## src/rtl/pps_pkg.sv

```systemverilog
`timescale 1ns / 1ps
// ---------------------------------------------------------------------------
// pps_pkg - shared types and constants of the pure pursuit controller
// Command and status structs, configuration layout, CORDIC constants.
// ---------------------------------------------------------------------------
package pps_pkg;

  // configuration register indexes
  localparam logic [2:0] REG_USE_FIXED   = 3'd0;
  localparam logic [2:0] REG_FIXED_SPEED = 3'd1;
  localparam logic [2:0] REG_SPEED_GAIN  = 3'd2;
  localparam logic [2:0] REG_LA_GAIN     = 3'd3;
  localparam logic [2:0] REG_LA_MIN      = 3'd4;
  localparam logic [2:0] REG_WHEEL_BASE  = 3'd5;
  localparam logic [2:0] REG_BRAKE       = 3'd6;

  // outcome codes
  localparam logic [1:0] OUT_TRACK  = 2'd0;
  localparam logic [1:0] OUT_NOPATH = 2'd1;
  localparam logic [1:0] OUT_STOP   = 2'd2;

  // datapath operations
  localparam logic [4:0] OP_NONE     = 5'd0;
  localparam logic [4:0] OP_LOAD     = 5'd1;
  localparam logic [4:0] OP_START    = 5'd2;
  localparam logic [4:0] OP_DIF1     = 5'd3;
  localparam logic [4:0] OP_DIF2     = 5'd4;
  localparam logic [4:0] OP_M0       = 5'd5;
  localparam logic [4:0] OP_M1       = 5'd6;
  localparam logic [4:0] OP_M2       = 5'd7;
  localparam logic [4:0] OP_BEST     = 5'd8;
  localparam logic [4:0] OP_NEAR     = 5'd9;
  localparam logic [4:0] OP_ACCEL    = 5'd10;
  localparam logic [4:0] OP_LA2      = 5'd11;
  localparam logic [4:0] OP_SC_HEAD  = 5'd12;
  localparam logic [4:0] OP_SC_ALPHA = 5'd13;
  localparam logic [4:0] OP_WRAP     = 5'd14;
  localparam logic [4:0] OP_FOLD     = 5'd15;
  localparam logic [4:0] OP_ROT      = 5'd16;
  localparam logic [4:0] OP_SAVE_H   = 5'd17;
  localparam logic [4:0] OP_SAVE_A   = 5'd18;
  localparam logic [4:0] OP_RXMUL    = 5'd19;
  localparam logic [4:0] OP_RX       = 5'd20;
  localparam logic [4:0] OP_HIT      = 5'd21;
  localparam logic [4:0] OP_AT_PT    = 5'd22;
  localparam logic [4:0] OP_AT_ST    = 5'd23;
  localparam logic [4:0] OP_AT_NEG   = 5'd24;
  localparam logic [4:0] OP_NORM     = 5'd25;
  localparam logic [4:0] OP_VEC      = 5'd26;
  localparam logic [4:0] OP_STEER    = 5'd27;
  localparam logic [4:0] OP_EMIT     = 5'd28;

  // angle constants, signed Q30 radians; CORDIC gain in Q30, STEER_LIMIT in Q12 radians
  localparam logic signed [35:0] Q30_PI      = 36'sd3373259426;
  localparam logic signed [35:0] Q30_HALF_PI = 36'sd1686629713;
  localparam logic signed [35:0] Q30_TWO_PI  = 36'sd6746518852;
  localparam logic signed [59:0] CORDIC_K    = 60'sd652032875;
  localparam logic signed [35:0] STEER_LIMIT = 36'sd12868;

  typedef struct packed {
    logic [4:0] op;
    logic [1:0] kind;
  } cmd_t;

  typedef struct packed {
    logic last_idx;
    logic no_path;
    logic goal;
    logic wrap_ok;
    logic iter_last;
    logic at_zero;
    logic norm_ok;
    logic hit;
  } status_t;

  typedef struct packed {
    logic               use_fixed;
    logic signed [15:0] fixed_speed;
    logic [15:0]        speed_gain;
    logic [15:0]        la_gain;
    logic [15:0]        la_min;
    logic [13:0]        wheel_base;
    logic signed [15:0] brake;
  } cfg_t;

  // arctangent of 2^-i, Q30
  function automatic logic [31:0] atan_q30(input logic [4:0] i);
    logic [31:0] v;
    unique case (i)
      5'd0:  v = 32'd843314857;
      5'd1:  v = 32'd497837830;
      5'd2:  v = 32'd263043837;
      5'd3:  v = 32'd133525159;
      5'd4:  v = 32'd67021687;
      5'd5:  v = 32'd33543516;
      5'd6:  v = 32'd16775851;
      5'd7:  v = 32'd8388437;
      5'd8:  v = 32'd4194283;
      5'd9:  v = 32'd2097149;
      5'd10: v = 32'd1048576;
      5'd11: v = 32'd524288;
      5'd12: v = 32'd262144;
      5'd13: v = 32'd131072;
      5'd14: v = 32'd65536;
      5'd15: v = 32'd32768;
      5'd16: v = 32'd16384;
      5'd17: v = 32'd8192;
      5'd18: v = 32'd4096;
      5'd19: v = 32'd2048;
      5'd20: v = 32'd1024;
      5'd21: v = 32'd512;
      5'd22: v = 32'd256;
      5'd23: v = 32'd128;
      default: v = 32'd0;
    endcase
    return v;
  endfunction

endpackage

```

## src/rtl/pps_ctrl.sv

```systemverilog
`timescale 1ns / 1ps
// ---------------------------------------------------------------------------
// pps_ctrl - pure pursuit sequencer
// Walks the datapath through the distance passes, CORDIC runs and output.
// ---------------------------------------------------------------------------
module pps_ctrl (
  input  logic             clk,
  input  logic             rst_n,
  input  logic             in_valid,
  input  logic             in_mode,
  output logic             in_ready,
  input  logic             out_ready,
  output logic             out_valid,
  input  pps_pkg::status_t sts,
  output pps_pkg::cmd_t    cmd
);
  import pps_pkg::*;

  localparam logic [4:0] S_IDLE = 5'd0;
  localparam logic [4:0] S_CHK  = 5'd1;
  localparam logic [4:0] S_DIF  = 5'd2;
  localparam logic [4:0] S_M0   = 5'd3;
  localparam logic [4:0] S_M1   = 5'd4;
  localparam logic [4:0] S_M2   = 5'd5;
  localparam logic [4:0] S_BEST = 5'd6;
  localparam logic [4:0] S_DEC  = 5'd7;
  localparam logic [4:0] S_NEAR = 5'd8;
  localparam logic [4:0] S_ACC  = 5'd9;
  localparam logic [4:0] S_LA2  = 5'd10;
  localparam logic [4:0] S_HLD  = 5'd11;
  localparam logic [4:0] S_WRAP = 5'd12;
  localparam logic [4:0] S_FOLD = 5'd13;
  localparam logic [4:0] S_ROT  = 5'd14;
  localparam logic [4:0] S_HSV  = 5'd15;
  localparam logic [4:0] S_RXM  = 5'd16;
  localparam logic [4:0] S_RX   = 5'd17;
  localparam logic [4:0] S_HIT  = 5'd18;
  localparam logic [4:0] S_ATP  = 5'd19;
  localparam logic [4:0] S_ANEG = 5'd20;
  localparam logic [4:0] S_NORM = 5'd21;
  localparam logic [4:0] S_VEC  = 5'd22;
  localparam logic [4:0] S_ALD  = 5'd23;
  localparam logic [4:0] S_ASV  = 5'd24;
  localparam logic [4:0] S_ATS  = 5'd25;
  localparam logic [4:0] S_STR  = 5'd26;
  localparam logic [4:0] S_DONE = 5'd27;

  logic [4:0] state_r, state_nxt;
  logic [1:0] kind_r, kind_nxt;
  logic       p2_r, p2_nxt;     // second distance pass
  logic       sc2_r, sc2_nxt;   // sin/cos of alpha
  logic       at2_r, at2_nxt;   // steering atan2
  logic       out_valid_r, out_valid_nxt;

  assign in_ready  = state_r == S_IDLE;
  assign out_valid = out_valid_r;

  always_comb begin
    state_nxt     = state_r;
    kind_nxt      = kind_r;
    p2_nxt        = p2_r;
    sc2_nxt       = sc2_r;
    at2_nxt       = at2_r;
    out_valid_nxt = out_valid_r && !out_ready;
    cmd.op        = OP_NONE;
    cmd.kind      = kind_r;
    unique case (state_r)
      S_IDLE: begin
        if (in_valid) begin
          if (!in_mode) begin
            cmd.op = OP_LOAD;
          end else begin
            cmd.op    = OP_START;
            p2_nxt    = 1'b0;
            sc2_nxt   = 1'b0;
            at2_nxt   = 1'b0;
            state_nxt = S_CHK;
          end
        end
      end
      S_CHK: begin
        if (sts.no_path) begin
          kind_nxt  = OUT_NOPATH;
          state_nxt = S_DONE;
        end else begin
          state_nxt = S_DIF;
        end
      end
      S_DIF: begin
        cmd.op    = p2_r ? OP_DIF2 : OP_DIF1;
        state_nxt = S_M0;
      end
      S_M0: begin
        cmd.op    = OP_M0;
        state_nxt = S_M1;
      end
      S_M1: begin
        cmd.op    = OP_M1;
        state_nxt = S_M2;
      end
      S_M2: begin
        cmd.op    = OP_M2;
        state_nxt = p2_r ? S_HIT : S_BEST;
      end
      S_BEST: begin
        cmd.op    = OP_BEST;
        state_nxt = sts.last_idx ? S_DEC : S_DIF;
      end
      S_DEC: begin
        if (sts.goal) begin
          kind_nxt  = OUT_STOP;
          state_nxt = S_DONE;
        end else begin
          state_nxt = S_NEAR;
        end
      end
      S_NEAR: begin
        cmd.op    = OP_NEAR;
        state_nxt = S_ACC;
      end
      S_ACC: begin
        cmd.op    = OP_ACCEL;
        state_nxt = S_LA2;
      end
      S_LA2: begin
        cmd.op    = OP_LA2;
        state_nxt = S_HLD;
      end
      S_HLD: begin
        cmd.op    = OP_SC_HEAD;
        state_nxt = S_WRAP;
      end
      // angle reduction, one 2*pi step a cycle
      S_WRAP: begin
        if (sts.wrap_ok) state_nxt = S_FOLD;
        else cmd.op = OP_WRAP;
      end
      S_FOLD: begin
        cmd.op    = OP_FOLD;
        state_nxt = S_ROT;
      end
      S_ROT: begin
        cmd.op = OP_ROT;
        if (sts.iter_last) state_nxt = sc2_r ? S_ASV : S_HSV;
      end
      S_HSV: begin
        cmd.op    = OP_SAVE_H;
        state_nxt = S_RXM;
      end
      S_RXM: begin
        cmd.op    = OP_RXMUL;
        state_nxt = S_RX;
      end
      S_RX: begin
        cmd.op    = OP_RX;
        p2_nxt    = 1'b1;
        state_nxt = S_DIF;
      end
      S_HIT: begin
        cmd.op    = OP_HIT;
        state_nxt = (sts.hit || sts.last_idx) ? S_ATP : S_DIF;
      end
      S_ATP: begin
        cmd.op    = OP_AT_PT;
        state_nxt = S_ANEG;
      end
      S_ANEG: begin
        if (sts.at_zero) begin
          state_nxt = at2_r ? S_STR : S_ALD;
        end else begin
          cmd.op    = OP_AT_NEG;
          state_nxt = S_NORM;
        end
      end
      // normalise one bit a cycle
      S_NORM: begin
        if (sts.norm_ok) state_nxt = S_VEC;
        else cmd.op = OP_NORM;
      end
      S_VEC: begin
        cmd.op = OP_VEC;
        if (sts.iter_last) state_nxt = at2_r ? S_STR : S_ALD;
      end
      S_ALD: begin
        cmd.op    = OP_SC_ALPHA;
        sc2_nxt   = 1'b1;
        state_nxt = S_WRAP;
      end
      S_ASV: begin
        cmd.op    = OP_SAVE_A;
        state_nxt = S_ATS;
      end
      S_ATS: begin
        cmd.op    = OP_AT_ST;
        at2_nxt   = 1'b1;
        state_nxt = S_ANEG;
      end
      S_STR: begin
        cmd.op    = OP_STEER;
        kind_nxt  = OUT_TRACK;
        state_nxt = S_DONE;
      end
      // wait for the output register to free up
      S_DONE: begin
        if (!out_valid_r || out_ready) begin
          cmd.op        = OP_EMIT;
          out_valid_nxt = 1'b1;
          state_nxt     = S_IDLE;
        end
      end
      default: state_nxt = S_IDLE;
    endcase
  end

  always_ff @(posedge clk) begin
    if (!rst_n) begin
      state_r     <= S_IDLE;
      kind_r      <= OUT_NOPATH;
      p2_r        <= 1'b0;
      sc2_r       <= 1'b0;
      at2_r       <= 1'b0;
      out_valid_r <= 1'b0;
    end else begin
      state_r     <= state_nxt;
      kind_r      <= kind_nxt;
      p2_r        <= p2_nxt;
      sc2_r       <= sc2_nxt;
      at2_r       <= at2_nxt;
      out_valid_r <= out_valid_nxt;
    end
  end

endmodule

```

## config.mk

```make
export PLATFORM = sky130hd
export DESIGN_NAME = pps_ctrl
export DESIGN_NICKNAME = d
export VERILOG_FILES = /design/src/rtl/pps_pkg.sv /design/src/rtl/pps_ctrl.sv
export SDC_FILE = /design/constraint.sdc
export NUM_CORES = 1
export LEC_CHECK = 0
export ABC_AREA = 1
export BUFFER_PORTS_ARGS = -buffer_cell sky130_fd_sc_hd__buf_2
export CORE_AREA = 2 2 71 66
export CTS_BUF_LIST = sky130_fd_sc_hd__clkbuf_4 sky130_fd_sc_hd__clkbuf_8
export DETAILED_ROUTE_END_ITERATION = 7
export DIE_AREA = 0 0 73 68
export RECOVER_POWER = 50
export SYNTH_ARGS = -nofsm -noshare
export SYNTH_HDL_FRONTEND = slang
export SYNTH_SLANG_ARGS = --single-unit
```

## constraint.sdc

```tcl
create_clock -name clk -period 1.9 [get_ports clk]
set_clock_uncertainty 0.05 [all_clocks]
set_input_delay 0 -clock clk [delete_from_list [all_inputs] [get_ports clk]]
set_output_delay 0 -clock clk [all_outputs]
set_load 0.02 [all_outputs]
```

==> results.md <==
- Crit path kind: reg2out
- # rows: 23
- Worst setup startpoint: state_r[3]
- Vias/cell: 5.268
- Crit. End Element: primary output
- Tmin final: 1.794 ns
- Rel. slew slack: 0.7369
- Gate Count Post-Synth: 223
- Worst vdd ir: 0.4738 mV
- Initial Utilization: 0.2830
- Synthesized area: 1214 µm²
- Final setup viols: 0
- H-tree depth: 1
- Crit-path max FO: 7
- Total die area: 4964 µm²
- Maxcap violations: 0
- Number of routed nets with antenna violations: 0
- Hold Path Class: in2reg
- Via count: 1,575
- Count of cell types in the netlist: 25
- Dpl hpwl: 3.284 mm
- Crit share post-route: 0.9444
- Starting DRT DRC Count: 117
- Clock buffer count from CTS: 3
- CTS sink cnt: 11
- Syn nets: 236
- Tot GR Track Use: 0.1769
- Fin. Hold Viols: 0
- Crit path capture: cmd[4]
- R2R setup slack: 0.25 ns
- Fmax: 557.3 MHz
- R2R depth: 8
- CP Data Required Time: 1.85 ns
- Final number of max-transition violations: 0
- Layout cell share with drive strength beyond 1: 0.2088
- Post-layout util: 0.3370
- Clock latency on the worst-skew pair: 0.24 ns
- Gpl congestion: 1.018
- RSZ-0062 raised after global routing: true
- Number of global-route vias before repair: 1,489
- First-pass GRT wire length: 6.796 mm
- ANT cells: 0
- Leakage: 0.7866 nW
- Post-Route WL: 3.970 mm
- Largest net degree at the start of global routing: 14
- Drt drc: 0
- Clock Tree Buf Depth: 2
- TritonCTS clock tree: built
- CP max stage delay: 0.39 ns
- CP Cell Sequence: nor2_2 > nand3_1 > o21ai_0 > nor2_1 > nand4_1 > buf_2
- Critical R2R Capture: state_r[0]
- Grt ovf: 0
- Worst-margin pin slew: 0.3942 ns
- Seq/Total Area, Yosys: 0.1814
- # IOs: 22
- Synth warnings: 0
- Area grow syn2layout: 19.07%
- Hold slack: 0.07501 ns
- Status: complete, no violations
- Die Y: 68 µm
- PwrDens: 1098 nW/µm²
- Synth Register Bits: 11
- Arrival time at the worst endpoint: 1.74 ns
- Buffers on Ports: 21
- TritonRoute pass-1 iters: 5
- Crit-path slowest cell: dfxtp_1
- R2R Path Start: state_r[1]
- Final net count: 263
- Mean Syn Cell Area: 5.442 µm²
- Core Area: 4288 µm²
- Worst setup SP type: flip-flop
- Root Buffer: clkbuf_8
- Initial antenna violation count: 0
- Reg clk slew, reported paths: 0.05 ns
- Die W: 73 µm
- Avg WL per Cell: 13.28 µm
-- metrics by stage --
stage | worst slack [ns] | cells | instance area, µm² | total power, mW | TNS, ns
final | 0.1056 | 299 | 1445 | 1.587 | 0
after global routing | -0.007496 | 299 | 1445 | 1.737 | -0.007496
after CTS | 0.02015 | 299 | 1441 | 1.580 | 0
after detailed placement | 0.1613 | 293 | 1373 | 1.316 | 0
after global placement | 0.09437 | 293 | 1373 | 1.325 | 0
after floorplan | 0.5488 | 223 | 1214 | 1.080 | 0
-- cell families after synthesis --
family          Yosys count  synth area share
compound gates           17           0.07835
simple gates            159            0.6124
flops                    11            0.1814
buf+inv                  36            0.1278
-- state kept, by name, indices dropped and copies added, names as in the netlist --
| register | cells |
|---|---|
| sc2_r | 1 |
| out_valid | 1 |
| state_r | 5 |
| kind_r | 2 |
| p2_r | 1 |
| at2_r | 1 |
-- metal layers --
layer  up-vias  GRT usage  share of wire
met3        20    0.03535           0.10
li1        781          -              -
met2        94     0.2804           0.42
met4         0    0.08796          0.047
met5         -          0              0
met1       680     0.2283           0.43
-- cell type report --
class / instances / area, µm²
Fill cell: 497 / 2843
Timing Repair Buffer: 27 / 150.1
Inverter: 31 / 116.4
Tap cell: 50 / 62.56
Clock buffer: 4 / 48.80
Multi-Input combinational cell: 176 / 843.3
Sequential cell: 11 / 224.0
-- report_power, final --
part / total, mW / internal, mW / leakage (nW) / switching [mW]
logic: 0.978 / 0.321 / 0.670 / 0.657
clock network: 0.263 / 0.162 / 0.0262 / 0.101
registers: 0.346 / 0.272 / 0.0904 / 0.0744
total: 1.59 / 0.755 / 0.787 / 0.832
-- cells in the mapped netlist (all sizes together) --
library cell	n	share of area
nand3b	1	0.0093
nand2	62	0.20
dfxtp	11	0.18
nor3	4	0.016
nor4	2	0.010
o21ai	4	0.020
o2111ai	1	0.0072
a21oi	11	0.045
o21a	1	0.0062
buf	5	0.032
or2	1	0.0052
nand3	37	0.16
clkinv	1	0.0031
and2	1	0.0072
nand4	9	0.046
nor2	42	0.15
inv	30	0.093
-- worst max-delay path, delay by kind of cell, from the launching register on --
family / cells / cell delay (ns)
compound gates: 1 / 0.22
simple gates: 4 / 0.75
buf+inv: 1 / 0.16
flops: 1 / 0.39
-- layout by cell type, fill, tap and decap left out, drive strengths merged --
cell	count
nor4	2
dlygate4sd3	2
nor2	42
o21ai	4
o2111ai	1
and2	1
o21a	1
dfxtp	11
or2	1
nand3	37
clkinv	1
inv	30
a21oi	11
clkbuf	8
nand3b	1
buf	21
nand2	62
nand4	9
nor3	4
-- how the worst min path moves through the flow --
| stage | endpoint | cells after the start | slack, ns | start |
|---|---|---|---|---|
| 3_5_place_dp | kind_r[0] | 2 | 0.16 | rst_n |
| 2_1_floorplan | kind_r[0] | 1 | 0.03 | rst_n |
| 3_3_place_gp | kind_r[0] | 2 | 0.16 | rst_n |
| 6_report | kind_r[1] | 4 | 0.08 | sts[5] |
| 4_1_cts | kind_r[1] | 4 | 0.08 | sts[5] |
| 5_1_grt | kind_r[1] | 4 | 0.13 | sts[5] |
-- timing repair --
action	CTS	global route
resized for setup	0	4
setup endpoints to repair	0	10
endpoints found under the hold margin	2	0
hold buffers	2	0
buffers inserted	0	0
(Power assumes the default switching activity.)
